===== src/rtl/core/lsr_pkg.sv =====
`default_nettype none
package lsr_pkg;

  typedef enum logic [2:0] {
    ST_DISC       = 3'd0,
    ST_CONNECTING = 3'd1,
    ST_CONNECTED  = 3'd2,
    ST_RECONN     = 3'd3,
    ST_TIMEDOUT   = 3'd4
  } link_state_t;

  localparam logic [3:0] CMD_TICK     = 4'd0;
  localparam logic [3:0] CMD_CONNECT  = 4'd1;
  localparam logic [3:0] CMD_DISCON   = 4'd2;
  localparam logic [3:0] CMD_SENT     = 4'd3;
  localparam logic [3:0] CMD_RCVD     = 4'd4;
  localparam logic [3:0] CMD_DROP     = 4'd5;
  localparam logic [3:0] CMD_BYTES_TX = 4'd6;
  localparam logic [3:0] CMD_RTT      = 4'd8;
  localparam logic [3:0] CMD_HBEAT    = 4'd9;
  localparam logic [3:0] CMD_CLEAR    = 4'd11;

  localparam logic [2:0] REG_CONN_TO  = 3'd0;
  localparam logic [2:0] REG_HB_INT   = 3'd1;
  localparam logic [2:0] REG_HB_MISS  = 3'd2;
  localparam logic [2:0] REG_RETRY_DL = 3'd3;
  localparam logic [2:0] REG_MAX_ATT  = 3'd4;
  localparam logic [2:0] REG_MAX_BPS  = 3'd5;
  localparam logic [2:0] REG_MAX_PKT  = 3'd6;

  localparam logic [31:0] WINDOW_MS = 32'd1000;
  localparam logic [31:0] SAT32 = 32'hFFFF_FFFF;

  typedef struct packed {
    logic [3:0]  cmd;
    logic [15:0] elapsed_ms;
    logic [15:0] byte_count;
    logic [15:0] rtt_sample_ms;
  } in_word_t;

  typedef struct packed {
    logic [2:0]  link_state;
    logic        state_changed;
    logic [2:0]  previous_state;
    logic        send_allowed;
    logic        size_ok;
    logic [2:0]  quality;
    logic [19:0] average_rtt_q4;
    logic [15:0] peak_rtt_ms;
    logic [7:0]  reconnect_total;
  } out_word_t;

  typedef struct packed {
    logic [15:0] connect_timeout_ms;
    logic [15:0] heartbeat_interval_ms;
    logic [7:0]  heartbeat_miss_limit;
    logic [15:0] reconnect_delay_ms;
    logic [7:0]  max_reconnect_attempts;
    logic [31:0] max_bytes_per_sec;
    logic [15:0] max_packet_size;
  } cfg_t;

  function automatic logic [31:0] sat_add(input logic [31:0] a, input logic [31:0] b);
    logic [32:0] s;
    s = {1'b0, a} + {1'b0, b};
    return s[32] ? SAT32 : s[31:0];
  endfunction

endpackage
`default_nettype wire


===== src/rtl/core/lsr_cfg.sv =====
`default_nettype none
module lsr_cfg import lsr_pkg::*; (
  input  wire logic        clk,
  input  wire logic        rst,
  input  wire logic        cfg_we,
  input  wire logic [2:0]  cfg_index,
  input  wire logic [31:0] cfg_data,
  output cfg_t             cfg
);
  always_ff @(posedge clk) begin
    if (rst) begin
      cfg <= '{16'd5000, 16'd1000, 8'd3, 16'd2000, 8'd5, 32'd0, 16'd1400};
    end else if (cfg_we) begin
      unique case (cfg_index)
        REG_CONN_TO:  cfg.connect_timeout_ms     <= cfg_data[15:0];
        REG_HB_INT:   cfg.heartbeat_interval_ms  <= cfg_data[15:0];
        REG_HB_MISS:  cfg.heartbeat_miss_limit   <= cfg_data[7:0];
        REG_RETRY_DL: cfg.reconnect_delay_ms     <= cfg_data[15:0];
        REG_MAX_ATT:  cfg.max_reconnect_attempts <= cfg_data[7:0];
        REG_MAX_BPS:  cfg.max_bytes_per_sec      <= cfg_data;
        REG_MAX_PKT:  cfg.max_packet_size        <= cfg_data[15:0];
        default: ;
      endcase
    end
  end
endmodule
`default_nettype wire


===== src/rtl/core/lsr_core.sv =====
`default_nettype none
// Per-word state update; one word per cycle when en is high.
module lsr_core import lsr_pkg::*; (
  input  wire logic   clk,
  input  wire logic   rst,
  input  wire logic   en,
  input  in_word_t    in_w,
  input  cfg_t        cfg,
  output out_word_t   res
);
  link_state_t st, st_next;
  logic [31:0] conn_el, conn_el_next, hb_el, hb_el_next, retry_el, retry_el_next;
  logic [31:0] win_el, win_el_next, win_bytes, win_bytes_next;
  logic [7:0]  att, att_next;
  logic [19:0] avg, avg_next;
  logic [15:0] peak, peak_next;
  logic [31:0] sent, sent_next, rcvd, rcvd_next, drop, drop_next;

  logic [31:0] ms32, t_conn, t_hb, t_retry, t_win, hb_limit;
  logic [7:0]  att_inc;
  logic [23:0] avg_mix;
  logic [47:0] avg_div;
  logic        to_retry;
  logic [32:0] allow_sum;

  always_comb begin
    ms32     = {16'd0, in_w.elapsed_ms};
    t_win    = sat_add(win_el, ms32);
    t_conn   = sat_add(conn_el, ms32);
    t_hb     = sat_add(hb_el, ms32);
    t_retry  = sat_add(retry_el, ms32);
    hb_limit = 32'(cfg.heartbeat_interval_ms) * 32'(cfg.heartbeat_miss_limit);
    att_inc  = (att == 8'hFF) ? att : att + 8'd1;
    to_retry = (cfg.max_reconnect_attempts != 8'd0) && (att < cfg.max_reconnect_attempts);
    // (9*avg + 16*rtt)/10 via reciprocal multiply, exact for 24-bit numerators
    avg_mix  = 24'(avg) * 24'd9 + {4'd0, in_w.rtt_sample_ms, 4'd0};
    avg_div  = 48'(avg_mix) * 48'd13421773;
    st_next = st; conn_el_next = conn_el; hb_el_next = hb_el; retry_el_next = retry_el;
    win_el_next = win_el; win_bytes_next = win_bytes; att_next = att;
    avg_next = avg; peak_next = peak; sent_next = sent; rcvd_next = rcvd; drop_next = drop;
    unique case (in_w.cmd)
      CMD_TICK: begin
        win_el_next = t_win;
        if (t_win >= WINDOW_MS) begin
          win_el_next    = t_win - WINDOW_MS;
          win_bytes_next = '0;
        end
        unique case (st)
          ST_CONNECTING: begin
            conn_el_next = t_conn;
            if (cfg.connect_timeout_ms != 16'd0 && t_conn >= {16'd0, cfg.connect_timeout_ms}) begin
              if (to_retry) begin
                retry_el_next = '0; st_next = ST_RECONN;
              end else st_next = ST_TIMEDOUT;
            end
          end
          ST_CONNECTED: if (cfg.heartbeat_interval_ms != 16'd0) begin
            hb_el_next = t_hb;
            if (t_hb >= hb_limit) begin
              if (to_retry) begin
                retry_el_next = '0; st_next = ST_RECONN;
              end else st_next = ST_TIMEDOUT;
            end
          end
          ST_RECONN: begin
            retry_el_next = t_retry;
            if (t_retry >= {16'd0, cfg.reconnect_delay_ms}) begin
              att_next = att_inc;
              retry_el_next = '0;
              if (att_inc >= cfg.max_reconnect_attempts) st_next = ST_TIMEDOUT;
              else begin
                conn_el_next = '0; st_next = ST_CONNECTING;
              end
            end
          end
          default: ;
        endcase
      end
      CMD_CONNECT: begin
        conn_el_next = '0; att_next = '0; st_next = ST_CONNECTING;
      end
      CMD_DISCON:   st_next = ST_DISC;
      CMD_SENT:     sent_next = sat_add(sent, 32'd1);
      CMD_RCVD: begin
        rcvd_next = sat_add(rcvd, 32'd1);
        if (st == ST_CONNECTING) st_next = ST_CONNECTED;
      end
      CMD_DROP:     drop_next = sat_add(drop, 32'd1);
      CMD_BYTES_TX: win_bytes_next = sat_add(win_bytes, {16'd0, in_w.byte_count});
      CMD_RTT: begin
        if (in_w.rtt_sample_ms > peak) peak_next = in_w.rtt_sample_ms;
        avg_next = (avg == '0) ? {in_w.rtt_sample_ms, 4'd0} : avg_div[46:27];
      end
      CMD_HBEAT:    hb_el_next = '0;
      CMD_CLEAR: begin
        sent_next = '0; rcvd_next = '0; drop_next = '0; avg_next = '0; peak_next = '0;
      end
      default: ;
    endcase
    allow_sum = {1'b0, win_bytes_next} + 33'(in_w.byte_count);
  end

  always_ff @(posedge clk) begin
    if (rst) begin
      st <= ST_DISC; conn_el <= '0; hb_el <= '0; retry_el <= '0; att <= '0;
      win_el <= '0; win_bytes <= '0; avg <= '0; peak <= '0;
      sent <= '0; rcvd <= '0; drop <= '0;
    end else if (en) begin
      st <= st_next; conn_el <= conn_el_next; hb_el <= hb_el_next;
      retry_el <= retry_el_next; att <= att_next; win_el <= win_el_next;
      win_bytes <= win_bytes_next; avg <= avg_next; peak <= peak_next;
      sent <= sent_next; rcvd <= rcvd_next; drop <= drop_next;
    end
  end

  // Quality grading reads the updated counters and RTT average; kept here, products on 40 bits.
  logic [32:0] total;
  logic [39:0] drop100;
  logic [3:0]  pass;
  localparam logic [19:0] RTT_LIM [4] = '{20'd480, 20'd1280, 20'd2400, 20'd4800};
  localparam logic [3:0]  LOSS_LIM [4] = '{4'd1, 4'd3, 4'd8, 4'd15};
  always_comb begin
    total   = {1'b0, sent_next} + {1'b0, rcvd_next};
    drop100 = 40'(drop_next) * 40'd100;
    for (int i = 0; i < 4; i++) begin
      pass[i] = (avg_next < RTT_LIM[i]) &&
                ((total == '0) || (drop100 < 40'(total) * 40'(LOSS_LIM[i])));
    end
  end

  always_ff @(posedge clk) begin
    if (en) begin
      res.link_state     <= st_next;
      res.state_changed  <= st_next != st;
      res.previous_state <= st;
      res.send_allowed   <= (cfg.max_bytes_per_sec == '0) ||
                            (allow_sum <= {1'b0, cfg.max_bytes_per_sec});
      res.size_ok        <= in_w.byte_count <= cfg.max_packet_size;
      res.quality        <= pass[0] ? 3'd0 : pass[1] ? 3'd1 : pass[2] ? 3'd2 :
                            pass[3] ? 3'd3 : 3'd4;
      res.average_rtt_q4 <= avg_next;
      res.peak_rtt_ms    <= peak_next;
      res.reconnect_total <= att_next;
    end
  end
endmodule
`default_nettype wire


===== src/rtl/core/link_supervisor_with_reconnect_top.sv =====
`default_nettype none
// Latency: a word accepted at one edge has its result word valid after that edge.
// Throughput: one word per cycle while the receiver takes results; the result register refills as it drains.
// Reset (synchronous, rst high): link disconnected, timers, counters and RTT
// statistics zero, configuration registers at their defaults, no result held.
module link_supervisor_with_reconnect_top import lsr_pkg::*; (
  input  wire logic        clk,
  input  wire logic        rst,
  input  wire logic        in_valid,
  output logic             in_ready,
  input  in_word_t         in_data,
  output logic             out_valid,
  input  wire logic        out_ready,
  output out_word_t        out_data,
  input  wire logic        cfg_we,
  input  wire logic [2:0]  cfg_index,
  input  wire logic [31:0] cfg_data
);
  cfg_t cfg;
  logic take;

  // Ready whenever the result slot is empty or being drained this cycle.
  assign in_ready = !out_valid || out_ready;
  assign take     = in_valid && in_ready;

  lsr_cfg u_cfg (.clk, .rst, .cfg_we, .cfg_index, .cfg_data, .cfg);
  lsr_core u_core (.clk, .rst, .en(take), .in_w(in_data), .cfg, .res(out_data));

  always_ff @(posedge clk) begin
    if (rst) out_valid <= 1'b0;
    else if (in_ready) out_valid <= in_valid;
  end
endmodule
`default_nettype wire


===== config.mk =====
export PLATFORM = sky130hd
export DESIGN_NAME = link_supervisor_with_reconnect_top
export DESIGN_NICKNAME = d
export VERILOG_FILES = /design/src/rtl/core/lsr_pkg.sv /design/src/rtl/core/lsr_cfg.sv /design/src/rtl/core/lsr_core.sv /design/src/rtl/core/link_supervisor_with_reconnect_top.sv
export SDC_FILE = /design/constraint.sdc
export NUM_CORES = 2
export LEC_CHECK = 0
export BUFFER_PORTS_ARGS = -buffer_cell sky130_fd_sc_hd__buf_2
export CAP_MARGIN = 20
export CELL_PAD_IN_SITES_DETAIL_PLACEMENT = 1
export CELL_PAD_IN_SITES_GLOBAL_PLACEMENT = 2
export CORE_MARGIN = 2
export CORE_UTILIZATION = 36
export DETAILED_ROUTE_END_ITERATION = 8
export PLACE_DENSITY_LB_ADDON = 0.1
export SLEW_MARGIN = 20
export SYNTH_ARGS = -nofsm -noshare
export SYNTH_HDL_FRONTEND = slang
export SYNTH_SLANG_ARGS = --single-unit

===== constraint.sdc =====
create_clock -name clk -period 10.1 [get_ports clk]
set_input_delay 0.505 -clock clk [delete_from_list [all_inputs] [get_ports clk]]
set_output_delay 0.505 -clock clk [all_outputs]
set_load 0.05 [all_outputs]

==> qor.yml <==
clock_tree:
  clkTransAtPathRegs_ns: 0.06
  clkSinkCount: 472
  cts_buffer_depth: 3
  cts_max_level: 3
  clockRootBuffer: "clkbuf_16"
  cts_tree: "built"
  clk_latency_ns: 0.68
  cts_made_buffers: 70
  hold_buffers: 0
floorplan:
  design.core.area_mm2: 0.167
  initial_core_util_pct: 36.1
  die_h_um: 413
  dieArea_mm2: 0.171
  pin_count: 150
  row_count: 150
  die_w_um: 413
logic_synthesis:
  synth_area_mm2: 0.0603
  synth_top_area_share_pct: 19.0
  synthArstFlopShare_pct: 0
  synth_cell_types: 110
  yosys_warnings: 0
  synthCells: 7475
  synth_ff_type: "dfxtp_1"
  avgSynthCellArea_um2: 8.07
  synth_edf_count: 56
  synth_area_leaders: "ha_1 (19%), fa_1 (14%), dfxtp_1 (14%), nand2_1 (5.4%), a21oi_1 (5.1%)"
  synth-seq-cells: 472
  ys_seq_area_share_pct: 16.6
  synth_top_area_cell: "ha_1"
  syn-num-nets: 8904
detailed_routing:
  drt_iter0_drc: 2566
  dr_total_vias: 56091
  wl_per_cell_um: 20.9
  drc: 0
  dr.pass1.iters: 5
  via_per_inst: 5.43
  routed_wl_um: 216000
  detail-route-antenna-nets: 0
placement:
  io_buffers: 149
  dp_hpwl_um: 172000
  finalWeightedCongestion: 0.876
layout:
  drive_gt1_share_pct: 14.5
  area_growth_pct: 18.4
  final_cell_mix: "ha_1 (890), nand2_1 (866), inv_1 (809), buf_4 (638), a21oi_1 (603)"
  final_common_cell: "ha_1"
  fin_nets: 9494
hold_path:
  hp-class: "primary input to register"
  hold_start: "cfg_data[19]"
  hold_end: "u_cfg.cfg[35]$_SDFFE_PP0P_"
  holdPathStages: 3
timing:
  fmax_ghz: 0.0983
  worstMarginPinSlew_ns: 1.09
  slew_headroom_pct: 27.4
  layout_setup_ws_ns: -0.0719
  whs_ns: 0.0718
  finalCriticalPeriod_ns: 10.17
  rsz0062_at_grt: "true"
  hold_viol: 0
  setup_violations: 3
  skew_ns: 0.0546
  slew_viol_final: 0
  finalCritPeriodShare_pct: 101
worst_setup_path:
  startpoint_type: "register"
  cpMaxStageDelayCell: "fa_1"
  r2r_cells: 45
  timing.rr.end: "u_core.res[44]$_SDFFCE_PP0P_"
  reg2reg_from: "u_core.avg[3]$_SDFFE_PP0P_"
  critPathKind: "register to register"
  crit_fanout: 4
  critPathMaxStageDelay_ns: 0.55
  cp.required_ns: 10.53
  endpoint_kind: "register"
  critPathArrivalTime_ns: 10.60
  crit_path_frequent_cell: "fa_1"
  ff2ff_setup_slack_ns: -0.07
grt:
  overflow: 0
  track_usage_pct: 25.3
  grt_max_degree: 146
  grt_pass1_vias: 60327
  grt_antenna_before_repair: 8
  grt_pass1_wl_um: 343000
run_status:
  violations: "setup timing"
  status: "finished with violations"
flow_run:
  cap_violations: 0
[through the flow]
step / instances / util, % / setup WS (ns) / setup TNS [ns] / instance area, um^2
after detailed placement: 10160 / 40.6 / -0.779 / -4.25 / 67700
final: 10327 / 42.8 / -0.0719 / -0.189 / 71400
after global routing: 10325 / 42.8 / -0.623 / -3.01 / 71400
after CTS: 10313 / 42.5 / -0.159 / -0.418 / 70900
after global placement: 10160 / 40.6 / -0.652 / -3.12 / 67700
after floorplan: 7475 / - / 0.00586 / 0 / 60600
[sequential cells by signal, indices dropped and copies added, names as in the netlist]
register,cells
u_core.win_el,32
u_core.avg,20
u_core.hb_el,32
u_core.res,56
u_core.sent,32
u_core.conn_el,32
u_core.drop,32
u_cfg.cfg,112
u_core.win_bytes,32
u_core.att,8
out_valid,1
u_core.peak,16
u_core.rcvd,32
u_core.st,3
u_core.retry_el,32
[cells by family (layout without fill, tap and decap cells)]
kind of cell,Yosys count,after routing,synth area share [%]
XOR/XNOR,306,306,4.44
adder cells (fa/ha/maj),1337,1337,33.0
flip-flops,472,472,16.6
multiplexers,29,29,0.484
buffers and inverters,1096,1742,6.86
AND/OR/NAND/NOR,2382,2382,18.8
other,0,2,0
AO/OA/AOI/OAI,1853,1853,19.8
[cells in the mapped netlist (34+ instances only)]
library cell	number
ha_1	918
nand2_1	868
inv_1	814
a21oi_1	620
nor2_1	505
fa_1	419
dfxtp_1	416
o21ai_0	320
clkbuf_1	250
nand3_1	174
xnor2_1	173
a21o_1	170
nor3_1	156
xor2_1	133
nand4_1	116
a211oi_1	105
nand2b_1	102
and2_1	98
and3_1	86
o21a_1	74
a31oi_1	67
nor2b_1	65
edfxtp_1	56
a22o_1	51
o211ai_1	43
nor4_1	40
a22oi_1	38
o31ai_1	36
or2_2	35
or3_1	34
[repair_timing]
action	4_1_cts	5_1_grt
pin swaps	83	71
endpoints found under the setup margin	18	25
buffers inserted	25	12
gates resized for setup	104	73
[routing by layer]
metal	vias to the layer above	GRT usage, %	share of wire (%)
met1	27852	34.5	48
li1	27279	-	-
met4	2	6.84	2.8
met5	-	0	0.0056
met3	261	2.15	2.8
met2	697	42.7	47
[area by class of cell]
class | count | area (um^2)
inverter | 816 | 3070
antenna | 2 | 5.00
timing repair buffer | 798 | 5720
clock buffer | 91 | 1930
tap | 2204 | 2760
fill | 19908 | 95500
clock inverter | 37 | 520
sequential | 472 | 10000
multi-input combinational | 5907 | 47400
[worst max-delay path: cells and delay by family, from the launching register on]
family          cells  cell delay (ns)
compound gates     17             2.44
buf+inv             8             0.77
simple gates        7             1.32
xor+xnor            2             0.41
flops               1             0.35
fa+ha+maj          11             4.60
[worst max path at each step]
stage	from	endpoint	slack (ns)	depth (start not counted)
floorplan	u_core.avg[2]$_SDFFE_PP0P_	u_core.res[46]$_SDFFCE_PP0P_	0.006	42
global placement	in_data[2]	u_core.res[45]$_SDFFCE_PP0P_	-0.65	47
detailed placement	in_data[2]	u_core.res[45]$_SDFFCE_PP0P_	-0.78	42
CTS	u_core.avg[4]$_SDFFE_PP0P_	u_core.res[46]$_SDFFCE_PP0P_	-0.16	48
global route	u_core.rcvd[1]$_SDFFE_PP0P_	u_core.res[46]$_SDFFCE_PP0P_	-0.62	46
finish	u_core.avg[3]$_SDFFE_PP0P_	u_core.res[44]$_SDFFCE_PP0P_	-0.07	45
Power is not shown: default switching activity piles up to over one toggle a cycle in this logic, so the estimate is an artifact.
